File: config.mk
export PLATFORM = sky130hd
export DESIGN_NAME = cth_binner
export DESIGN_NICKNAME = d
export VERILOG_FILES = /design/src/design/assert_macros.svh /design/src/design/cth_pkg.sv /design/src/design/cth_binner.sv
export SDC_FILE = /design/constraint.sdc
export NUM_CORES = 1
export LEC_CHECK = 0
export BUFFER_PORTS_ARGS = -buffer_cell sky130_fd_sc_hd__buf_2
export CAP_MARGIN = 25
export CORE_MARGIN = 2
export CORE_UTILIZATION = 35
export CTS_BUF_LIST = sky130_fd_sc_hd__clkbuf_8
export CTS_CLUSTER_DIAMETER = 150
export DETAILED_ROUTE_END_ITERATION = 8
export MAX_ROUTING_LAYER = met4
export PLACE_DENSITY_LB_ADDON = 0.1
export SYNTH_ARGS = -nofsm -noshare
export SYNTH_HDL_FRONTEND = slang
export SYNTH_SLANG_ARGS = --single-unit
File: constraint.sdc
create_clock -name clk_i -period 4.1 [get_ports clk_i]
set_clock_uncertainty 0.05 [all_clocks]
set_input_delay 0.205 -clock clk_i [delete_from_list [all_inputs] [get_ports clk_i]]
set_output_delay 0.205 -clock clk_i [all_outputs]
set_load 0.02 [all_outputs]
File: src/design/assert_macros.svh
// Assertion helpers; empty under synthesis.
`ifndef ASSERT_MACROS_SVH
`define ASSERT_MACROS_SVH
`ifndef SYNTHESIS
`define ASSERT_IMPL(label, clk, rst_n, prop, msg) \
  label: assert property (@(posedge clk) disable iff (!rst_n) (prop)) else $error(msg);
`define ASSERT_ALWAYS(label, clk, prop, msg) \
  label: assert property (@(posedge clk) (prop)) else $error(msg);
`else
`define ASSERT_IMPL(label, clk, rst_n, prop, msg)
`define ASSERT_ALWAYS(label, clk, prop, msg)
`endif
`endif

File: src/design/cth_pkg.sv
package cth_pkg;
  localparam int unsigned CHANNELS_DEF    = 16;
  localparam int unsigned BINS_DEF        = 200;
  localparam int unsigned COUNT_WIDTH_DEF = 32;
  localparam int signed   RANGE_LO        = -200;
  localparam int unsigned RANGE_SPAN      = 750;
  localparam int unsigned AMP_W           = 16;
  localparam int unsigned OUT_CNT_W       = 32;

  localparam logic [1:0] REG_MAIN = 2'd0;
  localparam logic [1:0] REG_HIGH = 2'd1;
  localparam logic [1:0] REG_LOW  = 2'd2;

  localparam logic FUNC_SAMPLE = 1'b0;
  localparam logic FUNC_READ   = 1'b1;
  localparam logic KIND_TRIG   = 1'b0;
  localparam logic KIND_READ   = 1'b1;

  localparam signed [AMP_W-1:0] THR_MAIN_RST = 16'sd150;
  localparam signed [AMP_W-1:0] THR_HIGH_RST = 16'sd200;
  localparam signed [AMP_W-1:0] THR_LOW_RST  = 16'sd100;

  // Input beat tdata fields, highest bit first.
  typedef struct packed {
    logic [7:0]             read_bin;
    logic                   read_bank;
    logic signed [AMP_W-1:0] trigger_sample;
    logic signed [AMP_W-1:0] sample_b;
    logic signed [AMP_W-1:0] sample_a;
    logic [3:0]             channel;
  } in_beat_t;
endpackage

File: src/design/cth_binner.sv
// Two-stage bin index: offset and range check, then scale by reciprocal.
module cth_binner #(
  parameter int unsigned BINS = cth_pkg::BINS_DEF,
  parameter int unsigned BW   = $clog2(BINS + 2)
) (
  input  logic                          clk_i,
  input  logic signed [cth_pkg::AMP_W-1:0] x_i,
  output logic [BW-1:0]                 bin_o
);
  import cth_pkg::*;
  localparam int unsigned RECIP_SH = 24;
  localparam longint unsigned RECIP =
    ((longint'(BINS) << RECIP_SH) + RANGE_SPAN - 1) / RANGE_SPAN;

  logic signed [AMP_W:0] off;
  logic [9:0]            off_q;
  logic                  under_q, over_q;
  logic [47:0]           prod;

  assign off = 17'(x_i) - 17'(RANGE_LO);

  // Stage one: offset and range flags.
  always_ff @(posedge clk_i) begin
    under_q <= off < 0;
    over_q  <= off >= 17'(RANGE_SPAN);
    off_q   <= off[9:0];
  end

  // Stage two: off*BINS/SPAN; rounded-up reciprocal is exact for off < 750.
  assign prod = 48'(off_q) * 48'(RECIP);
  always_comb begin
    if (under_q) bin_o = '0;
    else if (over_q) bin_o = BW'(BINS + 1);
    else bin_o = BW'(prod >> RECIP_SH) + BW'(1);
  end
endmodule

==> results of run 1 <==
-- cell families after synthesis --
logic type	synth area share
xor gates and xnor gates	0.07079
buffers and inverters	0.06564
and+or+nand+nor	0.1319
adders and majority gates	0.4350
AOI/OAI and AO/OA	0.1731
DFF	0.1236
-- cell type report --
| class | count | share of cell area |
|---|---|---|
| Multi-Input combinational cell | 168 | 0.6617 |
| Timing Repair Buffer | 58 | 0.1468 |
| Sequential cell | 12 | 0.09211 |
| Inverter | 34 | 0.04651 |
| Tap cell | 72 | 0.03283 |
| Clock buffer | 4 | 0.02006 |
-- stage by stage --
step	setup TNS [ns]	instances	total power [W]	cell area [um^2]	setup slack (ns)
floorplan	-0.02686	214	0.0006431	1956	-0.02686
global placement	-0.3000	337	0.0009390	2369	-0.1274
detailed placement	-0.4321	337	0.0009323	2369	-0.1760
CTS	-0.6010	344	0.001221	2626	-0.1906
global route	-1.496	348	0.001422	2744	-0.3160
finish	-0.6101	348	0.001307	2744	-0.1669
-- per-layer routing --
layer  up-vias  routed length [um]
li1        878                   -
met1       766                2220
met2        19                1980
met3         2                  61
met4         0                  16
met5         -                   0
-- flip-flops by register name (all words and copies together) (netlist names) --
| signal | count |
|---|---|
| under_q | 1 |
| over_q | 1 |
| off_q | 10 |
-- layout by cell type (no fill, tap or decap), drive strengths merged, types with 2 or more instances in the layout --
cell | synthesis | final
fa | 11 | 11
nor3 | 3 | 3
nand4b | 2 | 2
ha | 50 | 50
nand2b | 3 | 3
inv | 34 | 34
nand2 | 7 | 7
xor2 | 11 | 11
clkbuf | 0 | 4
nand3 | 8 | 8
buf | 0 | 58
nor2b | 2 | 2
and3 | 2 | 2
nand4 | 3 | 3
a31oi | 5 | 5
and2 | 2 | 2
a21o | 4 | 4
o21ai | 8 | 8
xnor2 | 3 | 3
dfxtp | 12 | 12
a211oi | 3 | 3
nor2 | 12 | 12
a21oi | 13 | 13
a31o | 2 | 2
o311a | 2 | 2
-- synth_stat cells, drive strengths merged, types with 3 or more instances --
master / number
dfxtp: 12
o21ai: 8
nand4: 3
xor2: 11
fa: 11
nor2: 12
nand3: 8
a211oi: 3
inv: 34
a31oi: 5
nand2: 7
nand2b: 3
nor3: 3
a21o: 4
a21oi: 13
xnor2: 3
ha: 50
-- where the power goes --
group	internal, W	total (W)	switching, W
registers	0.000127	0.000138	0.0000112
logic	0.000531	0.00104	0.000513
clock network	0.0000846	0.000125	0.0000405
-- what timing repair did --
action | in CTS | in global routing
pin swaps | 19 | 14
buffers inserted | 3 | 4
endpoints found under the setup margin | 6 | 6
gates resized for setup | 42 | 19
-- critical path, stage by stage, from the launching register on --
cell and delay, ns:
dfxtp_4 0.36, ha_4 0.13, inv_2 0.03, fa_2 0.52, inv_2 0.05, ha_4 0.25, inv_2 0.03, fa_1 0.49
inv_2 0.05, ha_4 0.25, and3_4 0.21, a31oi_4 0.13, buf_4 0.18, a21oi_4 0.16, ha_2 0.21, nand2_2 0.08
o311a_1 0.30, a311oi_2 0.18, buf_4 0.18
-- how the worst max path moves through the flow --
stage,depth (start not counted),to,start
floorplan,17,bin_o[6],off_q[7]
global placement,17,bin_o[7],off_q[9]
detailed placement,18,bin_o[6],off_q[9]
CTS,17,bin_o[7],off_q[7]
global route,18,bin_o[6],off_q[7]
finish,18,bin_o[6],off_q[7]
==> metrics.md, run 1 <==
| Metric | Value |
|---|---|
| Initial antenna violation count | 0 |
| Gpl congestion | approximately 0.79 |
| Gr busiest metal | met2 |
| GRT Resource Usage Total | 0.1472 |
| Final Cycle Share | 1.041 |
| Synth Instances | 214 |
| Worst endpoint data arrival time | 4.01 ns |
| Core ar. | between 5000 and 6000 um^2 |
| FF/Latch Area | 252.7 um^2 |
| Worst vdd ir | 0.0002009 V |
| CTS tree | yes |
| Fin. max-slew vios | 0 |
| Crit path launch type | flop |
| Initial Util | 0.3575 |
| Drt via density | approximately 4.8 |
| Vias in the first global route | around 1700 |
| Die H | between 70 and 80 um |
| I/O Buffers | 24 |
| Hold path start | x_i[1] |
| Setup WS post-layout | -0.1669 ns |
| Post-DP HPWL | 3.607 mm |
| EDFF count, synth | 0 |
| CP endpoint kind | primary output |
| Hold WC Path Type | input pin to flop |
| Syn avg cell area | around 9.1 um^2 |
| GRT overflow | 0 |
| Fill count | just over 500 |
| Antenna Diode Count | 0 |
| FFs w/ async S/R, synth | 0 |
| Slew headroom | 0.7423 |
| Netlist Area Pre-Place | roughly 1900 um^2 |
| TritonCTS buffer count | 3 |
| Slew @ Worst Pin | 0.3768 ns |
| Max-cap violation count | 0 |
| # DRC | 0 |
| Met3 usage | 0.006897 |
| WHS Endpoint | off_q[1] |
| Hold-fix buffers, CTS | 0 |
| Via count | 1665 |
| Routed len/inst | between 10 and 15 um |
| Leak | ~1.3 nW |
| Post-layout util | 0.5045 |
| Chip width | 78.54 um |
| Status | finished with violations |
| Top post-synthesis cells by area | ha_1, dfxtp_1, fa_1 |
| Synth area leader | ha_1 |
| Largest net degree at the start of global routing | 8 |
| Pwr Density | approximately 480 nW/um^2 |
| Total clock sinks | 12 |
| Row cnt | 27 |
| Routed WL | 4.279 mm |
| Global-route wire length before repair | 7.265 mm |
| Clock root cell | clkbuf_8 |
| Final min period | 4.267 ns |
| CTS H-tree depth | 1 |
| Yosys top cell area share | 0.3218 |
| IO Pins | 25 |
| Synth-to-Final Area Change | 41.12% |
| WP data required | roughly 3.9 ns |
| Synth warn | 0 |
| RSZ-0062 raised after global routing | true |
| Proportion of layout cells with a drive suffix above 1 | 0.4312 |
| Register area share after synthesis | 0.1236 |
| Failing checks | setup timing |
| Peak Freq | about 230 MHz |
| Worst setup path category | flop to primary output |
| Reg clk slew, reported paths | about 0.05 ns |
| #FFs+latches synth | 12 |
| Multi-input logic area | around 1800 um^2 |
| Max FO, Critical Path | 4 |
| Clock buffer depth | 2 |
| ANT nets after route | 0 |
| Hold slack final | between 0.03 and 0.04 ns |
| Yosys cell types | between 40 and 50 |
| Fin nets | roughly 360 |
| GR met2 Demand/Resource | 0.2513 |
| Hold Path Stages | 1 |
| Met1 Use GR | 0.2004 |
| Setup-failing EPs final | 5 |
| Syn nets | ~290 |
| Post-synth top flop | dfxtp_1 |
| Iteration-0 DRC Markers | 31 |
| Die area | approximately 6000 um^2 |
| Hold Vio Cnt, Final | 0 |
| First-pass detailed-route iteration total | 3 |
Note: power is estimated with default switching activity, not from simulation.
==> run 2, diff against run 1 <==
CORE_MARGIN = unset   (was 2)
CORE_UTILIZATION = 45   (was 35)
==> metrics.md, run 2 (synthesis results as in run 1) <==
| Metric | Value |
|---|---|
| IO Pins | 25 |
| Hold slack final | 0.03642 ns |
| Final Cycle Share | 1.053 |
| WP data required | a little under 4 ns |
| Row cnt | 23 |
| Setup crit start | off_q[9] |
| Max-cap violation count | 0 |
| # DRC | 0 |
| Slew @ Worst Pin | ~0.37 ns |
| Fin. max-slew vios | 0 |
| Clock buffer depth | 2 |
| WHS Endpoint | off_q[1] |
| Final min period | around 4.3 ns |
| Design area | about 2600 um^2 |
| Top flop regs | off_q (10), over_q (1), under_q (1) |
| Max FO, Critical Path | 4 |
| GRT overflow | 0 |
| Total power | approximately 0.0012 W |
| TritonCTS buffer count | 3 |
| Via count | around 1700 |
| Most frequent cells in the layout | ha_1, buf_4, inv_1 |
| GRT Resource Usage Total | 0.2014 |
| Synth-to-Final Area Change | 33.85% |
| Pwr Density | approximately 450 nW/um^2 |
| Hold WC Path Type | input pin to flop |
| Highest routed layer | met4 |
| Hold-fix buffers, CTS | 0 |
| Fin nets | between 300 and 400 |
| Clock root cell | clkbuf_8 |
| Worst endpoint data arrival time | between 4 and 5 ns |
| Hold Vio Cnt, Final | 0 |
| Hold path start | x_i[1] |
| Largest net degree at the start of global routing | 8 |
| Routed len/inst | between 10 and 15 um |
| Met3 wire len | 92 um |
| Status | finished with violations |
| Vias in the first global route | 1635 |
| ANT nets after route | 0 |
| Initial antenna violation count | 0 |
| Antenna Diode Count | 0 |
| Worst vdd ir | about 0.00021 V |
| Worst setup path category | flop to primary output |
| Reg clk slew, reported paths | 0.05 ns |
| FF/Latch Area | ~250 um^2 |
| Chip width | a little under 70 um |
| Core ar. | roughly 4100 um^2 |
| Total clock sinks | 12 |
| Reg with most FFs | off_q |
| RSZ-0062 raised after global routing | true |
| Setup WS post-layout | -0.2154 ns |
| WL met1 | approximately 1.9 mm |
| Global-route wire length before repair | 6.865 mm |
| Proportion of layout cells with a drive suffix above 1 | 0.3723 |
| Die area | approximately 4600 um^2 |
| CP endpoint kind | primary output |
| Multi-input logic area | between 1500 and 2000 um^2 |
| Drt via density | approximately 5.2 |
| Setup-failing EPs final | 5 |
| Peak Freq | between 200 and 250 MHz |
| Gpl congestion | 0.8270 |
| Initial Util | 0.4758 |
| Routed WL | around 4.0 mm |
| Iteration-0 DRC Markers | 44 |
| Hold Path Stages | 1 |
| First-pass detailed-route iteration total | 4 |
| Leak | roughly 1.3 nW |
| Max reg flops | 10 |
| Dpl cell area | ~2300 um^2 |
| Slew headroom | 0.7453 |
| DR WL met2 | 2.029 mm |
| Fill count | about 370 |
| Commonest non-fill, non-tap cell in the layout | ha_1 |
| CTS tree | yes |
| CTS H-tree depth | 1 |
| I/O Buffers | 24 |
| Die H | ~68 um |
| Crit path launch type | flop |
| Post-DP HPWL | about 3.4 mm |
| Failing checks | setup timing |
==> run 2: report_power, final <==
group / internal, W / total (W) / switching, W
Combinational: 0.000459 / 0.000914 / 0.000454
Clock: 0.0000844 / 0.000123 / 0.0000384
Sequential: 0.000128 / 0.000138 / 0.0000108
==> run 2: how the worst max path moves through the flow <==
stage	endpoint	cells past startpoint
2_1_floorplan	bin_o[6]	17
3_3_place_gp	bin_o[6]	16
3_5_place_dp	bin_o[6]	18
4_1_cts	bin_o[6]	18
5_1_grt	bin_o[6]	18
6_report	bin_o[6]	18
==> run 2: metal layers <==
layer	vias up	track usage
met5	-	-
met1	785	0.2469
met2	29	0.3688
met4	0	0.02394
met3	2	0.01014
li1	879	-
==> run 2: layout make-up <==
| type | count | share of cell area |
|---|---|---|
| tap | 50 | 0.02404 |
| clock buffer | 4 | 0.02115 |
| sequential | 12 | 0.09567 |
| timing repair buffer | 56 | 0.1442 |
| inverter | 34 | 0.04904 |
| multi-input combinational | 168 | 0.6659 |
==> run 2: repair_timing <==
item                                    4_1_cts  5_1_grt
endpoints found under the setup margin        6        6
gates resized for setup                      34        2
buffers inserted                              3        1
pin swaps                                    23        2
==> run 2: worst max-delay path, cell delays in order, from the launching register on <==
cell and delay [ns]:
dfxtp_4 0.36, ha_4 0.13, inv_2 0.03, fa_2 0.52, inv_2 0.05, ha_4 0.25, inv_2 0.03, fa_1 0.47
inv_1 0.04, ha_1 0.26, and3_4 0.19, a31oi_4 0.23, buf_6 0.14, a31oi_4 0.10, xor2_2 0.22, inv_1 0.06
o311a_1 0.35, a311oi_2 0.21, buf_4 0.19
==> run 2: metrics by stage <==
stage / utilization / setup WS [ns] / instances / TNS, ns
after floorplan: - / -0.02686 / 214 / -0.02686
after global placement: 0.5747 / -0.08028 / 316 / -0.1509
after detailed placement: 0.5747 / -0.1302 / 316 / -0.2957
after CTS: 0.6310 / -0.1508 / 323 / -0.5032
after global routing: 0.6369 / -0.3809 / 324 / -1.767
final: 0.6369 / -0.2154 / 324 / -0.6316
==> run 3, diff against run 2 <==
SETUP_SLACK_MARGIN = 0.05   (was unset)
==> metrics.md, run 3 (synthesis results as in run 1) <==
| Metric | Value |
|---|---|
| Status | finished with violations |
| Failing checks | setup timing |
| Row cnt | 23 |
| First-pass detailed-route iteration total | 4 |
| Routed len/inst | around 13 um |
| Net Sw Frac | 0.4274 |
| Final min period | between 4 and 5 ns |
| ANT nets after route | 0 |
| Worst stage delay on the critical path | 0.52 ns |
| Max FO, Critical Path | 4 |
| Iteration-0 DRC Markers | 50 |
| Pwr Density | between 400 and 500 nW/um^2 |
| Crit path cell chain | ha_4 > inv_2 > fa_2 > inv_2 > ha_4 > inv_2 > fa_1 > inv_2 > ha_4 > and3_4 > a31oi_4 > buf_4 > a31oi_4 > xor2_2 > nand2_2 > o311a_1 > a211oi_2 > buf_4 |
| Number of cells in the finished layout apart from fillers | ~330 |
| Fin. max-slew vios | 0 |
| Routed WL | approximately 4.1 mm |
| Die area | 4587 um^2 |
| Total clock sinks | 12 |
| Slowest CP cell | fa_2 |
| Setup WS post-layout | -0.1958 ns |
| Sw Pwr | around 0.00053 W |
| Die H | ~68 um |
| Largest net degree at the start of global routing | 8 |
| Leak | approximately 1.3 nW |
| IO Pins | 25 |
| Reg power frac | 0.111 |
| Clock buffer depth | 2 |
| Initial antenna violation count | 0 |
| Max-cap violation count | 0 |
| Logic pwr share | 0.791 |
| Core ar. | 4086 um^2 |
| Synth-to-Final Area Change | 38.87% |
| Worst Path Buf+Inv | 6 |
| Gpl congestion | a little over 0.8 |
| Antenna Diode Count | 0 |
| WP data required | 3.85 ns |
| Reg clk slew, reported paths | roughly 0.05 ns |
| Final Cycle Share | 1.048 |
| Clock root cell | clkbuf_8 |
| Global-route wire length before repair | approximately 6.9 mm |
| Top flop regs | off_q (10), over_q (1), under_q (1) |
| Worst vdd ir | about 0.00022 V |
| Post-DP HPWL | approximately 3.4 mm |
| DP Cell Count | approximately 320 |
| Design area | ~2700 um^2 |
| CTS H-tree depth | 1 |
| Hold WC Path Type | input pin to flop |
| Chip width | 67.73 um |
| Fin nets | roughly 360 |
| Crit path launch type | flop |
| Drt via density | roughly 5.2 |
| Dpl ws | -0.1302 ns |
| P_int | 0.0007144 W |
| Most frequent cells in the layout | ha_1, buf_4, inv_1 |
| Most frequent CP cell | inv_2 |
| GRT Resource Usage Total | 0.2017 |
| Max reg flops | 10 |
| Via count | 1700 |
| # DRC | 0 |
| Reg with most FFs | off_q |
| Vias in the first global route | ~1600 |
| CTS tree | yes |
| Slew headroom | 0.7453 |
| I/O Buffers | 24 |
| Hold Vio Cnt, Final | 0 |
| Worst setup path category | flop to primary output |
| Slew @ Worst Pin | roughly 0.37 ns |
| Clk network pwr share | 0.098 |
| Setup TNS | -0.5940 ns |
| Proportion of layout cells with a drive suffix above 1 | 0.4173 |
| Critical path's top delay family | adder cells |
| CP endpoint kind | primary output |
| Setup-failing EPs final | 5 |
| Worst endpoint data arrival time | 4.04 ns |
| TritonCTS buffer count | 3 |
| GRT overflow | 0 |
| Dpl cell area | between 2000 and 2500 um^2 |
| Peak Freq | 232.8 MHz |
| Initial Util | 0.4758 |
| RSZ-0062 raised after global routing | true |
[run 3: cell count changes in the layout (fill, tap and decap cells not counted), moves of 2 or more]
cell     before  now
nand3_2       0    2
ha_4          7    9
inv_2         3    5
buf_4        33   38
inv_1        31   29
ha_1         40   38
nand3_1       8    6
[run 3: worst paths after layout]
path,end,slack (ns),cells after the start,startpoint
hold / removal,off_q[1],0.04,1,x_i[1]
setup / recovery,bin_o[7],-0.20,18,off_q[9]
[run 3: stage by stage]
stage	total power [W]	hold WS [ns]	util
after global routing	0.001372	0.03321	0.6607
after floorplan	0.0006431	0.1827	-
after CTS	0.001167	0.03403	0.6323
final	0.001248	0.03642	0.6607
after detailed placement	0.0009351	0.2764	0.5747
after global placement	0.0009339	0.2757	0.5747
[run 3: routing by layer]
metal  up-vias  GRT usage  wire length, um
li1        888          -                -
met1       789     0.2480             1942
met2        21     0.3688             2080
met3         2    0.01014               60
met4         0    0.02394               16
met5         -          -                0
[run 3: layout make-up]
| type | instances | area [um^2] |
|---|---|---|
| clock buffer | 4 | 55.05 |
| fill | 355 | 1386 |
| inverter | 34 | 127.6 |
| multi-input combinational | 168 | 1798 |
| sequential | 12 | 249.0 |
| tap | 50 | 62.56 |
| timing repair buffer | 60 | 407.9 |
[run 3: what timing repair did]
item | in CTS | in global routing
hold buffers | 0 | 0
buffers inserted | 3 | 5
endpoints found under the setup margin | 6 | 6
resized for setup | 35 | 15
pin swaps | 23 | 9
[run 3: power by group through the flow]
stage,Sequential (W),Combinational (W),Clock [W]
after floorplan,0.000138,0.000506,0
after global placement,0.000138,0.000796,0
after detailed placement,0.000139,0.000796,0
after CTS,0.000139,0.000904,0.000125
after global routing,0.000140,0.00110,0.000131
final,0.000138,0.000986,0.000123
